**src/rtl/core/ritoa_pkg.sv**
```systemverilog
// shared constants, types and helpers for the radix integer to ascii converter
package ritoa_pkg;

  localparam int VALUE_W    = 64;
  localparam int DIV_W      = 64;
  localparam int DIGIT_BITS = 4;
  localparam int PASS_STEPS = DIV_W / DIGIT_BITS;
  localparam int STEP_W     = $clog2(PASS_STEPS);
  localparam int RADIX_W    = 6;
  localparam int MAX_DIGITS = 64;
  localparam int IDX_W      = $clog2(MAX_DIGITS);
  localparam int CHAR_W     = 8;

  localparam logic [RADIX_W-1:0] RADIX_RESET = RADIX_W'(10);
  localparam logic [RADIX_W-1:0] RADIX_MIN   = RADIX_W'(2);
  localparam logic [RADIX_W-1:0] RADIX_MAX   = RADIX_W'(36);
  localparam logic [RADIX_W-1:0] DEC_MAX     = RADIX_W'(9);
  localparam logic [CHAR_W-1:0]  CHAR_ZERO   = CHAR_W'(48);
  localparam logic [CHAR_W-1:0]  CHAR_ALPHA  = CHAR_W'(97 - 10);

  localparam logic [DIV_W-1:0] VALUE_MASK = DIV_W'((65'(1) << VALUE_W) - 65'(1));

  typedef struct packed {
    logic load;
    logic start;
  } div_ctl_t;

  typedef struct packed {
    logic done;
    logic qzero;
  } div_sts_t;

  function automatic logic [CHAR_W-1:0] to_ascii(input logic [RADIX_W-1:0] d);
    logic [CHAR_W-1:0] dx;
    dx = {{(CHAR_W-RADIX_W){1'b0}}, d};
    if (d > DEC_MAX) begin
      return dx + CHAR_ALPHA;
    end
    return dx + CHAR_ZERO;
  endfunction

endpackage

```
**src/rtl/core/ritoa_div.sv**
```systemverilog
// digit-serial long division of a word by the radix, a few bits per cycle
module ritoa_div (
  input  logic                           clk,
  input  logic                           rst,
  input  ritoa_pkg::div_ctl_t            ctl,
  input  logic [ritoa_pkg::DIV_W-1:0]    load_value,
  input  logic [ritoa_pkg::RADIX_W-1:0]  radix,
  output ritoa_pkg::div_sts_t            sts,
  output logic [ritoa_pkg::RADIX_W-1:0]  rem
);
  import ritoa_pkg::*;

  logic [DIV_W-1:0]   num;
  logic [DIV_W-1:0]   num_next;
  logic [RADIX_W-1:0] rem_next;
  logic [STEP_W-1:0]  cnt;
  logic               busy;
  logic               done;
  logic               qnz;
  logic               qany;

  always_comb begin
    logic [RADIX_W:0] t;
    num_next = num;
    rem_next = rem;
    qany     = 1'b0;
    for (int i = 0; i < DIGIT_BITS; i++) begin
      t        = {rem_next, num_next[DIV_W-1]};
      num_next = {num_next[DIV_W-2:0], 1'b0};
      if (t >= {1'b0, radix}) begin
        t           = t - {1'b0, radix};
        num_next[0] = 1'b1;
        qany        = 1'b1;
      end
      rem_next = t[RADIX_W-1:0];
    end
  end

  always_ff @(posedge clk) begin
    if (rst) begin
      busy <= 1'b0;
      done <= 1'b0;
    end else begin
      done <= 1'b0;
      if (busy) begin
        if (cnt == STEP_W'(PASS_STEPS - 1)) begin
          busy <= 1'b0;
          done <= 1'b1;
        end
      end
      if (ctl.start) begin
        busy <= 1'b1;
      end
    end
  end

  always_ff @(posedge clk) begin
    if (busy) begin
      num <= num_next;
      rem <= rem_next;
      qnz <= qnz | qany;
      cnt <= cnt + STEP_W'(1);
    end
    if (ctl.start) begin
      cnt <= '0;
      rem <= '0;
      qnz <= 1'b0;
    end
    if (ctl.load) begin
      num <= load_value;
    end
  end

  assign sts.done  = done;
  assign sts.qzero = ~qnz;

endmodule

```
**src/rtl/core/radix_integer_to_ascii.sv**
```systemverilog
// top level: integer to ascii digits in a configurable radix
// sequence: one division pass per digit, remainders stored until the quotient is zero,
// then each digit is read from the store and loaded to the output, most significant first
// throughput: one integer at a time, next accepted once the last digit is loaded
// the divider walks 4 bits of the 64-bit word per cycle while busy, the whole word each pass
// rst is synchronous: radix returns to 10, no word pending; the digit store is not cleared
module radix_integer_to_ascii (
  input  logic                          clk,
  input  logic                          rst,
  input  logic                          s_tvalid,
  output logic                          s_tready,
  input  logic [63:0]                   s_tdata,   // value[63:0]
  input  logic                          s_tuser,   // signed_mode
  output logic                          m_tvalid,
  input  logic                          m_tready,
  output logic [7:0]                    m_tdata,   // digit_char[7:0]
  output logic                          m_tlast,   // last_digit
  input  logic                          cfg_wen,
  input  logic [ritoa_pkg::RADIX_W-1:0] cfg_wdata
);
  import ritoa_pkg::*;

  localparam logic [1:0] ST_IDLE = 2'd0;
  localparam logic [1:0] ST_DIV  = 2'd1;
  localparam logic [1:0] ST_RD   = 2'd2;
  localparam logic [1:0] ST_LD   = 2'd3;

  logic [1:0]         state;
  logic [RADIX_W-1:0] radix;
  logic [RADIX_W-1:0] radix_eff;
  logic [IDX_W-1:0]   wr_idx;
  logic [IDX_W-1:0]   rd_idx;
  logic [RADIX_W-1:0] dmem [MAX_DIGITS];
  logic [RADIX_W-1:0] rdata;
  logic [DIV_W-1:0]   mag;
  logic [31:0]        low;
  div_ctl_t           dctl;
  div_sts_t           dsts;
  logic [RADIX_W-1:0] drem;
  logic               accept;
  logic               load_out;

  assign accept   = s_tvalid && s_tready;
  assign s_tready = (state == ST_IDLE);
  assign load_out = (state == ST_LD) && (!m_tvalid || m_tready);

  always_comb begin
    if (radix < RADIX_MIN) begin
      radix_eff = RADIX_MIN;
    end else if (radix > RADIX_MAX) begin
      radix_eff = RADIX_MAX;
    end else begin
      radix_eff = radix;
    end
  end

  always_comb begin
    low = s_tdata[31:0];
    if (s_tuser) begin
      if (low[31]) begin
        mag = {{(DIV_W-32){1'b0}}, (~low + 32'd1)};
      end else begin
        mag = {{(DIV_W-32){1'b0}}, low};
      end
    end else begin
      mag = s_tdata & VALUE_MASK;
    end
  end

  always_comb begin
    dctl.load  = accept;
    dctl.start = accept ||
                 ((state == ST_DIV) && dsts.done && !dsts.qzero &&
                  (wr_idx != IDX_W'(MAX_DIGITS - 1)));
  end

  ritoa_div u_div (
    .clk        (clk),
    .rst        (rst),
    .ctl        (dctl),
    .load_value (mag),
    .radix      (radix_eff),
    .sts        (dsts),
    .rem        (drem)
  );

  always_ff @(posedge clk) begin
    if (rst) begin
      radix <= RADIX_RESET;
    end else if (cfg_wen) begin
      radix <= cfg_wdata;
    end
  end

  always_ff @(posedge clk) begin
    if (rst) begin
      state    <= ST_IDLE;
      m_tvalid <= 1'b0;
    end else begin
      if (load_out) begin
        m_tvalid <= 1'b1;
      end else if (m_tvalid && m_tready) begin
        m_tvalid <= 1'b0;
      end
      unique case (state)
        ST_IDLE: begin
          if (accept) begin
            state <= ST_DIV;
          end
        end
        ST_DIV: begin
          if (dsts.done && (dsts.qzero || wr_idx == IDX_W'(MAX_DIGITS - 1))) begin
            state <= ST_RD;
          end
        end
        ST_RD: begin
          state <= ST_LD;
        end
        ST_LD: begin
          if (load_out) begin
            state <= (rd_idx == '0) ? ST_IDLE : ST_RD;
          end
        end
        default: begin
          state <= ST_IDLE;
        end
      endcase
    end
  end

  always_ff @(posedge clk) begin
    if (accept) begin
      wr_idx <= '0;
    end else if (state == ST_DIV && dsts.done) begin
      wr_idx <= wr_idx + IDX_W'(1);
      rd_idx <= wr_idx;
    end else if (load_out) begin
      rd_idx <= rd_idx - IDX_W'(1);
    end
    if (load_out) begin
      m_tdata <= to_ascii(rdata);
      m_tlast <= (rd_idx == '0);
    end
  end

  always_ff @(posedge clk) begin
    if (state == ST_DIV && dsts.done) begin
      dmem[wr_idx] <= drem;
    end
    rdata <= dmem[rd_idx];
  end

endmodule

```
**config.mk**
```make
export PLATFORM = sky130hd
export DESIGN_NAME = radix_integer_to_ascii
export DESIGN_NICKNAME = d
export VERILOG_FILES = /design/src/rtl/core/ritoa_pkg.sv /design/src/rtl/core/ritoa_div.sv /design/src/rtl/core/radix_integer_to_ascii.sv
export SDC_FILE = /design/constraint.sdc
export NUM_CORES = 1
export LEC_CHECK = 0
export BUFFER_PORTS_ARGS = -buffer_cell sky130_fd_sc_hd__buf_4
export CORE_ASPECT_RATIO = 1.1
export CORE_MARGIN = 3
export CORE_UTILIZATION = 62
export CTS_CLUSTER_DIAMETER = 40
export DETAILED_ROUTE_END_ITERATION = 8
export GPL_TIMING_DRIVEN = 0
export PLACE_DENSITY = 0.83
export SLEW_MARGIN = 30
export SYNTH_ARGS = -nofsm -noshare
export SYNTH_HDL_FRONTEND = slang
export SYNTH_SLANG_ARGS = --single-unit
```
**constraint.sdc**
```tcl
create_clock -name clk -period 10.2 [get_ports clk]
set_input_delay 1.53 -clock clk [delete_from_list [all_inputs] [get_ports clk]]
set_output_delay 1.53 -clock clk [all_outputs]
set_load 0.005 [all_outputs]
```
# After elaboration in Yosys (flattened, before gate mapping)
# Memories as Yosys holds them, arrays and structs flattened. A register that Yosys moved wholly into a read port is not among the register bits.
# Cells that the tools add are included.
dict set report word_totals {
  ramBits 384
  memories 1
  elab_cells 100
  output_inout_bits 11
  inputBits 76
  reg_bits 107
}
# memory depth word_bits rd rd_ports_with_merged_regs write_ports line
set memory_table {}
lappend memory_table {dmem 64 6 1 1 1 radix_integer_to_ascii.sv:33} ;# logic [RADIX_W-1:0] dmem [MAX_DIGITS];
dict set report op_classes {
  n_mux 36
  bitwise 5
  n_eq_ne 9
  n_lt_le_gt_ge 7
  addsub 10
  n_reduce_logical 19
}
# cell count
set op_table {}
lappend op_table {{$mux 64} 3}
lappend op_table {{$mux 6} 8}
lappend op_table {{$add 32x1->32 const B} 1}
lappend op_table {{$mux 32} 1}
lappend op_table {{$not 32->32} 1}
lappend op_table {{$ge 7x6->1} 4}
lappend op_table {{$sub 6x6->6} 4}
lappend op_table {{$mux 1} 17}
lappend op_table {{$mux 8} 2}
lappend op_table {{$add 6x7->8 const B} 1}
lappend op_table {{$mux 2} 4}
lappend op_table {{$pmux 2 s4} 1}
lappend op_table {{$add 6x6->7 const B} 1}
lappend op_table {{$logic_and 1x1->1} 7}
lappend op_table {{$add 6x1->6 const B} 1}
lappend op_table {{$eq 6x6->1 const B} 1}
lappend op_table {{$gt 6x4->1 const B} 1}
lappend op_table {{$gt 6x6->1 const B} 1}
lappend op_table {{$logic_not 6->1} 1}
lappend op_table {{$lt 6x2->1 const B} 1}
lappend op_table {{$ne 6x6->1 const B} 1}
lappend op_table {{$reduce_bool 2->1} 3}
lappend op_table {{$sub 6x1->6 const B} 1}
lappend op_table {{$add 4x1->4 const B} 1}
lappend op_table {{other kinds (13)} 19}

# Longest topological paths before layout
# Gate-level depths: netlist of the first run.
dict set report depth {
  depth_word 13
  ltp_mapped 36
  mapped_depth_nobuf 35
}

# Modules after synthesis
# A second synthesis of the first run with hierarchy kept.
dict set report unflattened {
  hier_cells 1420
  area_unflattened_um2 22307.6
}
# mod area_per_inst_um2 cells_per_inst n_inst seq_area_each_um2
set modules_own_cells {}
lappend modules_own_cells {radix_integer_to_ascii 17684.5 1036 1 12401.9}
lappend modules_own_cells {ritoa_div 4623.2 384 1 2182.1}

# Worst setup path before layout of the first run
# No wires, ideal clock.
dict set report synth_path {
  kind {register to register}
  start {reg u_div.rem[1] (netlist bit)}
  end {reg u_div.num[0], data pin}
  setup_time_ns 0.267
  path_buffers 1
  setup_slack_ns 2.350
  arrival_ns 7.584
  required_ns 9.933
  stages_incl_launch_ff 32
  period_less_slack_ns 7.850
  cell_sequence {dfxtp_1 ha_1 a21oi_1 o21ai_2 a21oi_2 buf_6 mux2_2 ha_1 o21a_1 nor2_1 o31ai_1 a21oi_4 a21boi_0 a21o_1 inv_1 ha_1 nor2b_1 o21ai_0 nand3_1 a211o_1 a21oi_1 nor3_1 or2_2 ha_1 nor2b_1 o21a_1 o21a_1 o31a_1 a311oi_1 o221ai_1 nor3_1 a21oi_1}
}
dict set report synth_between {
  elab_chain_len 10
  elab_cells_between_ends 13
  classes_between {add/sub: 3; order compare: 4; mux: 6}
}
# element line
set synth_rtl {}
lappend synth_rtl {{start: declaration} ritoa_div.sv:9} ;# output logic [ritoa_pkg::RADIX_W-1:0] rem
lappend synth_rtl {{start signal: assignment} ritoa_div.sv:60} ;# rem <= rem_next;
lappend synth_rtl {{$sub 6x6->6 / $ge 7x6->1 (equally long branches)} {ritoa_div.sv:31, ritoa_div.sv:30}}
lappend synth_rtl {{$mux 6 *} ritoa_div.sv:30} ;# if (t >= {1'b0, radix}) begin
lappend synth_rtl {{$sub 6x6->6 / $ge 7x6->1 (equally long branches)} {ritoa_div.sv:31, ritoa_div.sv:30}}
lappend synth_rtl {{$mux 6 *} ritoa_div.sv:30}
lappend synth_rtl {{$sub 6x6->6 / $ge 7x6->1 (equally long branches)} {ritoa_div.sv:31, ritoa_div.sv:30}}
lappend synth_rtl {{$mux 6 *} ritoa_div.sv:30}
lappend synth_rtl {{$ge 7x6->1 *} ritoa_div.sv:30}
lappend synth_rtl {{$mux 1 *} ritoa_div.sv:30}
lappend synth_rtl {{$mux 64 *} ritoa_div.sv:58} ;# if (busy) begin
lappend synth_rtl {{$mux 64 *} ritoa_div.sv:69} ;# if (ctl.load) begin
lappend synth_rtl {{end signal: assignment} ritoa_div.sv:59} ;# num <= num_next;
lappend synth_rtl {{end signal: assignment} ritoa_div.sv:70} ;# num <= load_value;
lappend synth_rtl {{end: declaration} ritoa_div.sv:13} ;# logic [DIV_W-1:0] num;
# Mark *: on every way between the ends. The rest lies on a longest branch, timed or not. The select of a mux whose other input is x is not followed.
# A chain may end at the register's enable or synchronous reset.

# Final worst setup path of the first run
dict set report layout_path {
  start {reg radix[5]}
  end {reg u_div.num[0], data pin}
}
dict set report layout_between {
  elab_chain_len 13
  elab_cells_between_ends 17
  classes_between {add/sub: 3; order compare: 6; mux: 8}
}
# element line
set layout_rtl {}
lappend layout_rtl {{start: declaration} radix_integer_to_ascii.sv:29} ;# logic [RADIX_W-1:0] radix;
lappend layout_rtl {{start signal: assignment} radix_integer_to_ascii.sv:91} ;# radix <= cfg_wdata;
lappend layout_rtl {{$gt 6x6->1} radix_integer_to_ascii.sv:50} ;# end else if (radix > RADIX_MAX) begin
lappend layout_rtl {{$mux 6} radix_integer_to_ascii.sv:50}
lappend layout_rtl {{$mux 6 *} radix_integer_to_ascii.sv:48} ;# if (radix < RADIX_MIN) begin
lappend layout_rtl {{$sub 6x6->6 / $ge 7x6->1 (equally long branches)} {ritoa_div.sv:31, ritoa_div.sv:30}}
lappend layout_rtl {{$mux 6} ritoa_div.sv:30}
lappend layout_rtl {{$sub 6x6->6 / $ge 7x6->1 (equally long branches)} {ritoa_div.sv:31, ritoa_div.sv:30}}
lappend layout_rtl {{$mux 6} ritoa_div.sv:30}
lappend layout_rtl {{$sub 6x6->6 / $ge 7x6->1 (equally long branches)} {ritoa_div.sv:31, ritoa_div.sv:30}}
lappend layout_rtl {{$mux 6} ritoa_div.sv:30}
lappend layout_rtl {{$ge 7x6->1 *} ritoa_div.sv:30}
lappend layout_rtl {{$mux 1 *} ritoa_div.sv:30}
lappend layout_rtl {{$mux 64 *} ritoa_div.sv:58}
lappend layout_rtl {{$mux 64 *} ritoa_div.sv:69}
# Marks and branches as above.

==> reports/results.env, run 1 <==
FIRST_ITER_VIOLATIONS=1717
ROWS=71
YS_SEQ_AREA_SHARE_PCT=66.1
FIRST_GLOBAL_VIAS=13700
DIE_WIDTH_UM=186
ROUTE.ANTENNA.REMAINING_NETS=0
OUTCOME='complete, no violations'
CTS_ROOT_BUFFER='sky130_fd_sc_hd__clkbuf_16'
FINALCRITICALPERIOD_NS=9.22
WORSTSKEWPAIRLATENCY_NS=0.57
WORSTMARGINPINSLEW_NS=0.874
CP_MAX_FO=10
AVGROUTEDWIREPERCELL_UM=25.5
REMAINING_DRC_ERRORS=0
CELLLEAKAGEPOWER_nW=8.66
SYN-INSTANCE-COUNT=1438
PORTBUFFERS=85
DRV_SLEW=0
SETUP-TNS-FINAL_NS=0
GRT_ANTENNA_BEFORE_REPAIR=0
WORST_HOLD_SLACK_NS=0.479
NUMCLOCKSINKS=497
HOLDCRITSTARTPOINT='u_div.qnz'
YS_TYPES=78
RSZ0062_AT_GRT='false'
SYNTH_FLOP_CELL='sky130_fd_sc_hd__edfxtp_1'
DETAIL_ROUTE.FIRST_PASS.ITERATIONS=7
DRV_CAP=0
WORST_SETUP_PATH_END_KIND='flip-flop'
SLEW_HEADROOM_PCT=41.7
IO-PIN-COUNT=87
DESIGN.DIE.AREA_MM2=0.0379
WORST-ENDPOINT-ARRIVAL_NS=9.51
SLACK_OF_THE_WORST_REG_TO_REG_PATH_NS=0.98
ANTENNA-DIODE-COUNT=0
GRT_FIRST_PASS_WIRELENGTH_UM=81100
LAYOUT-AREA-OVERHEAD-VS-SYNTH_PCT=13.5
CRITICAL-PATH-SLOWEST-CELL='sky130_fd_sc_hd__o31ai_1'
CTS_BUFFERS=50
SETUP-VIOLATIONS-FINAL=0
FILL_CELLS=2083
FINAL_CRITICAL_PATH_SETUP_SLACK_NS=0.983
CLOCK-SKEW-FINAL_NS=0.0165
DIE-HEIGHT_UM=204
YS_WARN_COUNT=0
NUMBER_OF_ENABLE_TYPE_REGISTER_CELLS_IN_THE_SYNTHESIZED_NETLIST=463
CRITICAL-PATH-TOP-DELAY-FAMILY='compound AO/OA/AOI/OAI gates'
GRT_START_MAX_NET_PINS=70
VDD.IR_DROP.WORST_mV=0.555
TOTALWIRELENGTH_UM=52400
MIN-DELAY-PATH-CLASS='flip-flop to flip-flop'
HPWL_UM=34500
MAX_FREQ_MHz=108
CRITICAL_PATH.MAX_STAGE_DELAY_NS=0.56
FLOORPLAN.INITIALDENSITY_PCT=63.6
CTS.PATH.MAX_BUFFERS=3
FINALWEIGHTEDCONGESTION=0.896
CTS_HOLD_BUF=0
POSTSYNTHAREAPERCELL_UM2=15.3
VIAS_PER_CELL=6.59
R2R_START='radix[5]'
SYNTH_FP_NETS=1553
POWER_DENSITY_mW_PER_MM2=255
YOSYS_REGISTER_BITS=497
LAYOUT_WORST_PATH_CYCLE_SHARE_PCT=90.4
GLOBAL_ROUTE_USAGE_SUM_PCT=28.6
TRITONCTS_CLOCK_TREE='yes'
STARTPOINT_CLASS='flip-flop'
TIMING.CRITICAL_PATH.FROM='radix[5]'
NETS=1694
CTSHTREEMAXLEVEL=2
REQUIRED_NS=10.50
DP_WORST_SETUP_SLACK_NS=1.19
GRT-OVFL-TOTAL=0
DRIVE_ABOVE_1_SHARE_PCT=21.2
YS_ASYNC_SR_FRACTION_PCT=0
FLOORPLAN.CORE_AREA_MM2=0.0346
DR_TOTAL_VIAS=13600
TIMING_HOLD_VIOLATIONS_FINAL=0
POSTCTSSETUPREPAIRBUFS=0
CTS.REPORTEDPATHS.CLKPINSLEW_NS=0.06
CRITPATHKIND='flip-flop to flip-flop'
CTSRESIZECOUNT=0
NETLIST_AREA_MM2=0.0220
CP.BUFFERS_INVERTERS=4
==> path summary, 6_finish.rpt <==
kind / cells past startpoint / end
setup / recovery: 35 / u_div.num[0]
hold / removal: 1 / u_div.qnz
setup reg to reg: 35 / u_div.num[0]
hold reg to reg: 1 / u_div.qnz
==> kinds of logic (layout without fill, tap and decap cells) <==
kind of cell / count (synthesis) / after routing / synth area share [%]
DFF: 497 / 497 / 66.1
and+or+nand+nor: 423 / 423 / 9.23
AOI/OAI and AO/OA: 186 / 186 / 5.57
muxes: 141 / 141 / 12.8
buffers and inverters: 98 / 279 / 1.81
xor gates and xnor gates: 54 / 54 / 2.15
adders and majority gates: 39 / 39 / 2.35
==> flip-flops by register name (all words and copies together) (netlist names), 2 cells and up <==
signal     count
state          2
m_tdata        8
u_div.num     64
rdata          6
u_div.rem      6
dmem         384
rd_idx         6
radix          6
wr_idx         6
u_div.cnt      4
==> power by group <==
group	switching [W]	internal (W)
sequential	0.000110	0.00242
clock	0.000786	0.00105
combinational	0.00121	0.000801
total	0.00210	0.00427
==> worst reg2reg max path: cells and delay by family, from the launching register on <==
kind | cells | cell delay (ns)
fa+ha+maj | 4 | 1.38
flops | 1 | 0.34
simple gates | 11 | 2.48
buf+inv | 4 | 0.65
compound gates | 16 | 4.12
==> cells in the mapped netlist, types with 21 or more instances <==
master | n | area (µm²)
sky130_fd_sc_hd__clkbuf_1 | 48 | 180
sky130_fd_sc_hd__nand3_1 | 28 | 140
sky130_fd_sc_hd__a21oi_1 | 44 | 220
sky130_fd_sc_hd__mux2i_1 | 21 | 210
sky130_fd_sc_hd__xnor2_1 | 26 | 228
sky130_fd_sc_hd__o21ai_0 | 49 | 245
sky130_fd_sc_hd__nand2_1 | 144 | 541
sky130_fd_sc_hd__mux4_2 | 109 | 2450
sky130_fd_sc_hd__ha_1 | 35 | 438
sky130_fd_sc_hd__nand3b_1 | 35 | 263
sky130_fd_sc_hd__edfxtp_1 | 463 | 13900
sky130_fd_sc_hd__xor2_1 | 28 | 245
sky130_fd_sc_hd__inv_1 | 28 | 105
sky130_fd_sc_hd__dfxtp_1 | 34 | 681
sky130_fd_sc_hd__nor2_1 | 127 | 477
==> final cells by class <==
cell class | instances | area [µm²] | area share, %
Multi-Input combinational cell | 843 | 7090 | 28.3
Tap cell | 438 | 548 | 2.19
Sequential cell | 497 | 14600 | 58.3
Clock inverter | 28 | 275 | 1.10
Clock buffer | 64 | 1390 | 5.53
Inverter | 28 | 105 | 0.420
Timing Repair Buffer | 89 | 733 | 2.93
Buffer | 70 | 295 | 1.18
==> through the flow <==
stage               cell area [µm²]  power, W  utilization, %  instances
global route                  25000   0.00668            72.3       2057
global placement              23200   0.00443            67.1       1961
floorplan                     22000   0.00402               -       1438
finish                        25000   0.00638            72.3       2057
detailed placement            23400   0.00453            67.5       1965
CTS                           25000   0.00635            72.3       2057
==> layer usage <==
| layer | vias to the layer above | track usage, % | routed length, µm |
|---|---|---|---|
| met1 | 6671 | 37.6 | 18800 |
| met2 | 877 | 48.0 | 26500 |
| met3 | 174 | 5.07 | 4830 |
| met4 | 0 | 11.7 | 2300 |
| li1 | 5837 | - | - |
| met5 | - | 0 | 0 |
==> placed cells by master, fill, tap and decap left out, types with 14 or more instances in the layout <==
master                      instances
sky130_fd_sc_hd__buf_4             87
sky130_fd_sc_hd__xnor2_1           26
sky130_fd_sc_hd__dfxtp_1           28
sky130_fd_sc_hd__mux4_2           109
sky130_fd_sc_hd__xor2_1            28
sky130_fd_sc_hd__ha_1              35
sky130_fd_sc_hd__nand3b_1          35
sky130_fd_sc_hd__nor3_1            18
sky130_fd_sc_hd__o21ai_0           48
sky130_fd_sc_hd__a21oi_1           44
sky130_fd_sc_hd__nand2_1          143
sky130_fd_sc_hd__nand3_1           28
sky130_fd_sc_hd__inv_1             28
sky130_fd_sc_hd__nor2b_1           14
sky130_fd_sc_hd__edfxtp_1         463
sky130_fd_sc_hd__clkbuf_16         51
sky130_fd_sc_hd__nor2_1           127
sky130_fd_sc_hd__mux2i_1           21
sky130_fd_sc_hd__clkbuf_1          55
Power figures use the tool's default switching activity.
==> inputs of run 2 (changes only) <==
--- a/config.mk
+++ b/config.mk
@@ -7,7 +7,7 @@
 export LEC_CHECK = 0
 export BUFFER_PORTS_ARGS = -buffer_cell sky130_fd_sc_hd__buf_4
 export CORE_ASPECT_RATIO = 1.1
-export CORE_MARGIN = 3
+export CORE_MARGIN = 8
 export CORE_UTILIZATION = 62
 export CTS_CLUSTER_DIAMETER = 40
 export DETAILED_ROUTE_END_ITERATION = 8
==> reports/results.env, run 2 (synthesis gave the netlist of run 1 again) <==
OUTCOME='complete, no violations'
LARGEST_REGISTER_FF_COUNT=384  # unchanged
LAYOUT_WORST_PATH_CYCLE_SHARE_PCT=87.5  # -2.9 points
NETSWITCHINGPOWER_W=0.00208  # -1.0%
DR_TOTAL_VIAS=13400  # -1.3%
LAYOUT.CELLS.MOST_COMMON_LIST='463 x sky130_fd_sc_hd__edfxtp_1, 143 x sky130_fd_sc_hd__nand2_1, 127 x sky130_fd_sc_hd__nor2_1'
CTS.PATH.MAX_BUFFERS=3  # unchanged
TRITONCTS_CLOCK_TREE='yes'
POSTCTSSETUPREPAIRBUFS=0  # unchanged
SETUP-TNS-FINAL_NS=0  # unchanged
VIAS_PER_CELL=6.48  # -1.7%
FIRST_ITER_VIOLATIONS=1475  # -14%
REQUIRED_NS=10.50  # about the same
DRV_CAP=0  # unchanged
FLOORPLAN.CORE_AREA_MM2=0.0351  # +1.4%
WORST_HOLD_SLACK_NS=0.482  # +0.00366 ns
FIRST_GLOBAL_VIAS=13800  # +0.44%
CLOCK-SKEW-FINAL_NS=0.0171  # +0.000594 ns
LAYOUT.CELLS.MOST_COMMON='sky130_fd_sc_hd__edfxtp_1'
PLACE_AREA_MM2=0.0234  # about the same
GRT-OVFL-TOTAL=0  # unchanged
FINALWEIGHTEDCONGESTION=0.918  # +2.4%
NETS=1695  # +0.059%
MIN-DELAY-PATH-CLASS='flip-flop to flip-flop'
LAYOUT_TOP_REGISTERS='dmem x384, u_div.num x64, m_tdata x8'
WORST-ENDPOINT-ARRIVAL_NS=9.22  # -0.29 ns
RSZ0062_AT_GRT='false'
CTSRESIZECOUNT=0  # unchanged
GLOBAL_ROUTE_USAGE_SUM_PCT=24.8  # -3.9 points
CTS_HOLD_BUF=0  # unchanged
SETUP-VIOLATIONS-FINAL=0  # unchanged
SLEW_HEADROOM_PCT=37.6  # -4.1 points
ROWS=72  # +1.4%
CTS.REPORTEDPATHS.CLKPINSLEW_NS=0.06  # about the same
TIMING_HOLD_VIOLATIONS_FINAL=0  # unchanged
CRITICAL-PATH-TOP-DELAY-FAMILY='compound AO/OA/AOI/OAI gates'
STARTPOINT_CLASS='flip-flop'
CTS_BUFFERS=51  # +2.0%
DRIVE_ABOVE_1_SHARE_PCT=21.2  # +0.036 points
PORTBUFFERS=85  # unchanged
CELLLEAKAGEPOWER_nW=8.68  # +0.28%
GRT_ANTENNA_BEFORE_REPAIR=0  # unchanged
CTSHTREEMAXLEVEL=2  # unchanged
FLOORPLAN.INITIALDENSITY_PCT=62.8  # -0.88 points
INTERNAL_POWER_W=0.00431  # +0.75%
FINALCRITICALPERIOD_NS=8.92  # -0.292 ns
NUMCLOCKSINKS=497  # unchanged
SHARE_COMB_OF_TOTAL_POWER_PCT=31.3  # -0.2 points
AVGROUTEDWIREPERCELL_UM=24.9  # -2.4%
P_SW_SHARE_PCT=32.6  # -0.39 points
VDD.IR_DROP.WORST_mV=0.395  # -29%
DESIGN_AREA_MM2=0.0251  # about the same
CP.BUFFERS_INVERTERS=4  # unchanged
GRT_FIRST_PASS_WIRELENGTH_UM=78800  # -2.9%
MAX_FLOP_REGISTER='dmem'
DIE_WIDTH_UM=196  # +5.4%
IO-PIN-COUNT=87  # unchanged
HPWL_UM=33700  # -2.5%
DESIGN.DIE.AREA_MM2=0.0419  # +11%
TOTALWIRELENGTH_UM=51400  # -2.0%
WORST_SETUP_PATH_END_KIND='flip-flop'
DIE-HEIGHT_UM=214  # +4.9%
WORSTSKEWPAIRLATENCY_NS=0.58  # about the same
CTS_ROOT_BUFFER='sky130_fd_sc_hd__clkbuf_16'
WORSTMARGINPINSLEW_NS=0.936  # +0.0619 ns
GRT_START_MAX_NET_PINS=69  # -1.4%
DRV_SLEW=0  # unchanged
CRITICAL_PATH.MAX_STAGE_DELAY_NS=0.54  # -0.02 ns
REMAINING_DRC_ERRORS=0  # unchanged
ROUTE.ANTENNA.REMAINING_NETS=0  # unchanged
CRITICAL-PATH-SLOWEST-CELL='sky130_fd_sc_hd__o31ai_1'
CP_MAX_FO=10  # unchanged
CRITPATHKIND='flip-flop to flip-flop'
MAX_FREQ_MHz=112  # +3.3%
DETAIL_ROUTE.FIRST_PASS.ITERATIONS=6  # -1
ANTENNA-DIODE-COUNT=0  # unchanged
SEQ_POWER_SHARE_PCT=39.5  # -0.2 points
POWER_DENSITY_mW_PER_MM2=255  # about the same
PWR-SHARE-CLK_PCT=29.2  # +0.4 points
LAYOUT-AREA-OVERHEAD-VS-SYNTH_PCT=13.6  # about the same
[run 2: cell types whose count changed in the layout (fill, tap and decap cells not counted), moves of 2 or more]
cell / delta
sky130_fd_sc_hd__clkbuf_16: +2
sky130_fd_sc_hd__clkinvlp_4: -2
sky130_fd_sc_hd__bufinv_16: +2
sky130_fd_sc_hd__clkbuf_1: +2
sky130_fd_sc_hd__inv_6: -2
sky130_fd_sc_hd__clkinv_4: -3
sky130_fd_sc_hd__clkbuf_8: -6
sky130_fd_sc_hd__clkinv_2: +10
[run 2: power by group through the flow]
stage | Sequential (W) | Clock [W] | Combinational [W]
final | 0.00252 | 0.00186 | 0.00200
after global routing | 0.00253 | 0.00195 | 0.00218
after CTS | 0.00252 | 0.00188 | 0.00196
after detailed placement | 0.00257 | 0 | 0.00194
after global placement | 0.00262 | 0 | 0.00182
after floorplan | 0.00255 | 0 | 0.00147
[run 2: routing by layer]
layer / GRT usage (%) / vias to the layer above / share of wire, %
met3: 4.61 / 153 / 8.8
met1: 30.1 / 6562 / 36
li1: - / 5851 / -
met2: 43.3 / 814 / 50
met4: 10.9 / 0 / 4.4
met5: 0 / - / 0
[run 2: layout make-up]
| type | instances | area (µm²) |
|---|---|---|
| clock inverters | 32 | 310 |
| well taps | 444 | 556 |
| multi-input cells | 843 | 7090 |
| plain buffers | 70 | 295 |
| fillers | 2150 | 10100 |
| clock buffers | 62 | 1360 |
| repair buffers | 89 | 733 |
| flip-flops and latches | 497 | 14600 |
| inverters | 28 | 105 |
[run 2: per-stage QoR]
step,power [W],instances,setup slack (ns),util [%]
detailed placement,0.00451,1971,1.38,66.5
finish,0.00639,2065,1.28,71.3
floorplan,0.00402,1438,2.35,-
global route,0.00666,2065,0.817,71.3
global placement,0.00443,1967,0.398,66.2
CTS,0.00636,2065,1.37,71.3
[run 2: worst paths after layout]
path	from	end	slack, ns	depth (start not counted)
worst max-delay path	radix[5]	u_div.num[0]	1.28	35
worst min register to register	u_div.cnt[3]	u_div.done	0.48	2
worst min-delay path	u_div.cnt[3]	u_div.done	0.48	2
worst max register to register	radix[5]	u_div.num[0]	1.28	35
[run 2: worst reg2reg max path, delay by kind of cell (launching register included)]
family	cells	cell delay, ns
simple gates	11	2.26
flops	1	0.33
compound gates	16	4.09
buf+inv	4	0.61
fa+ha+maj	4	1.33
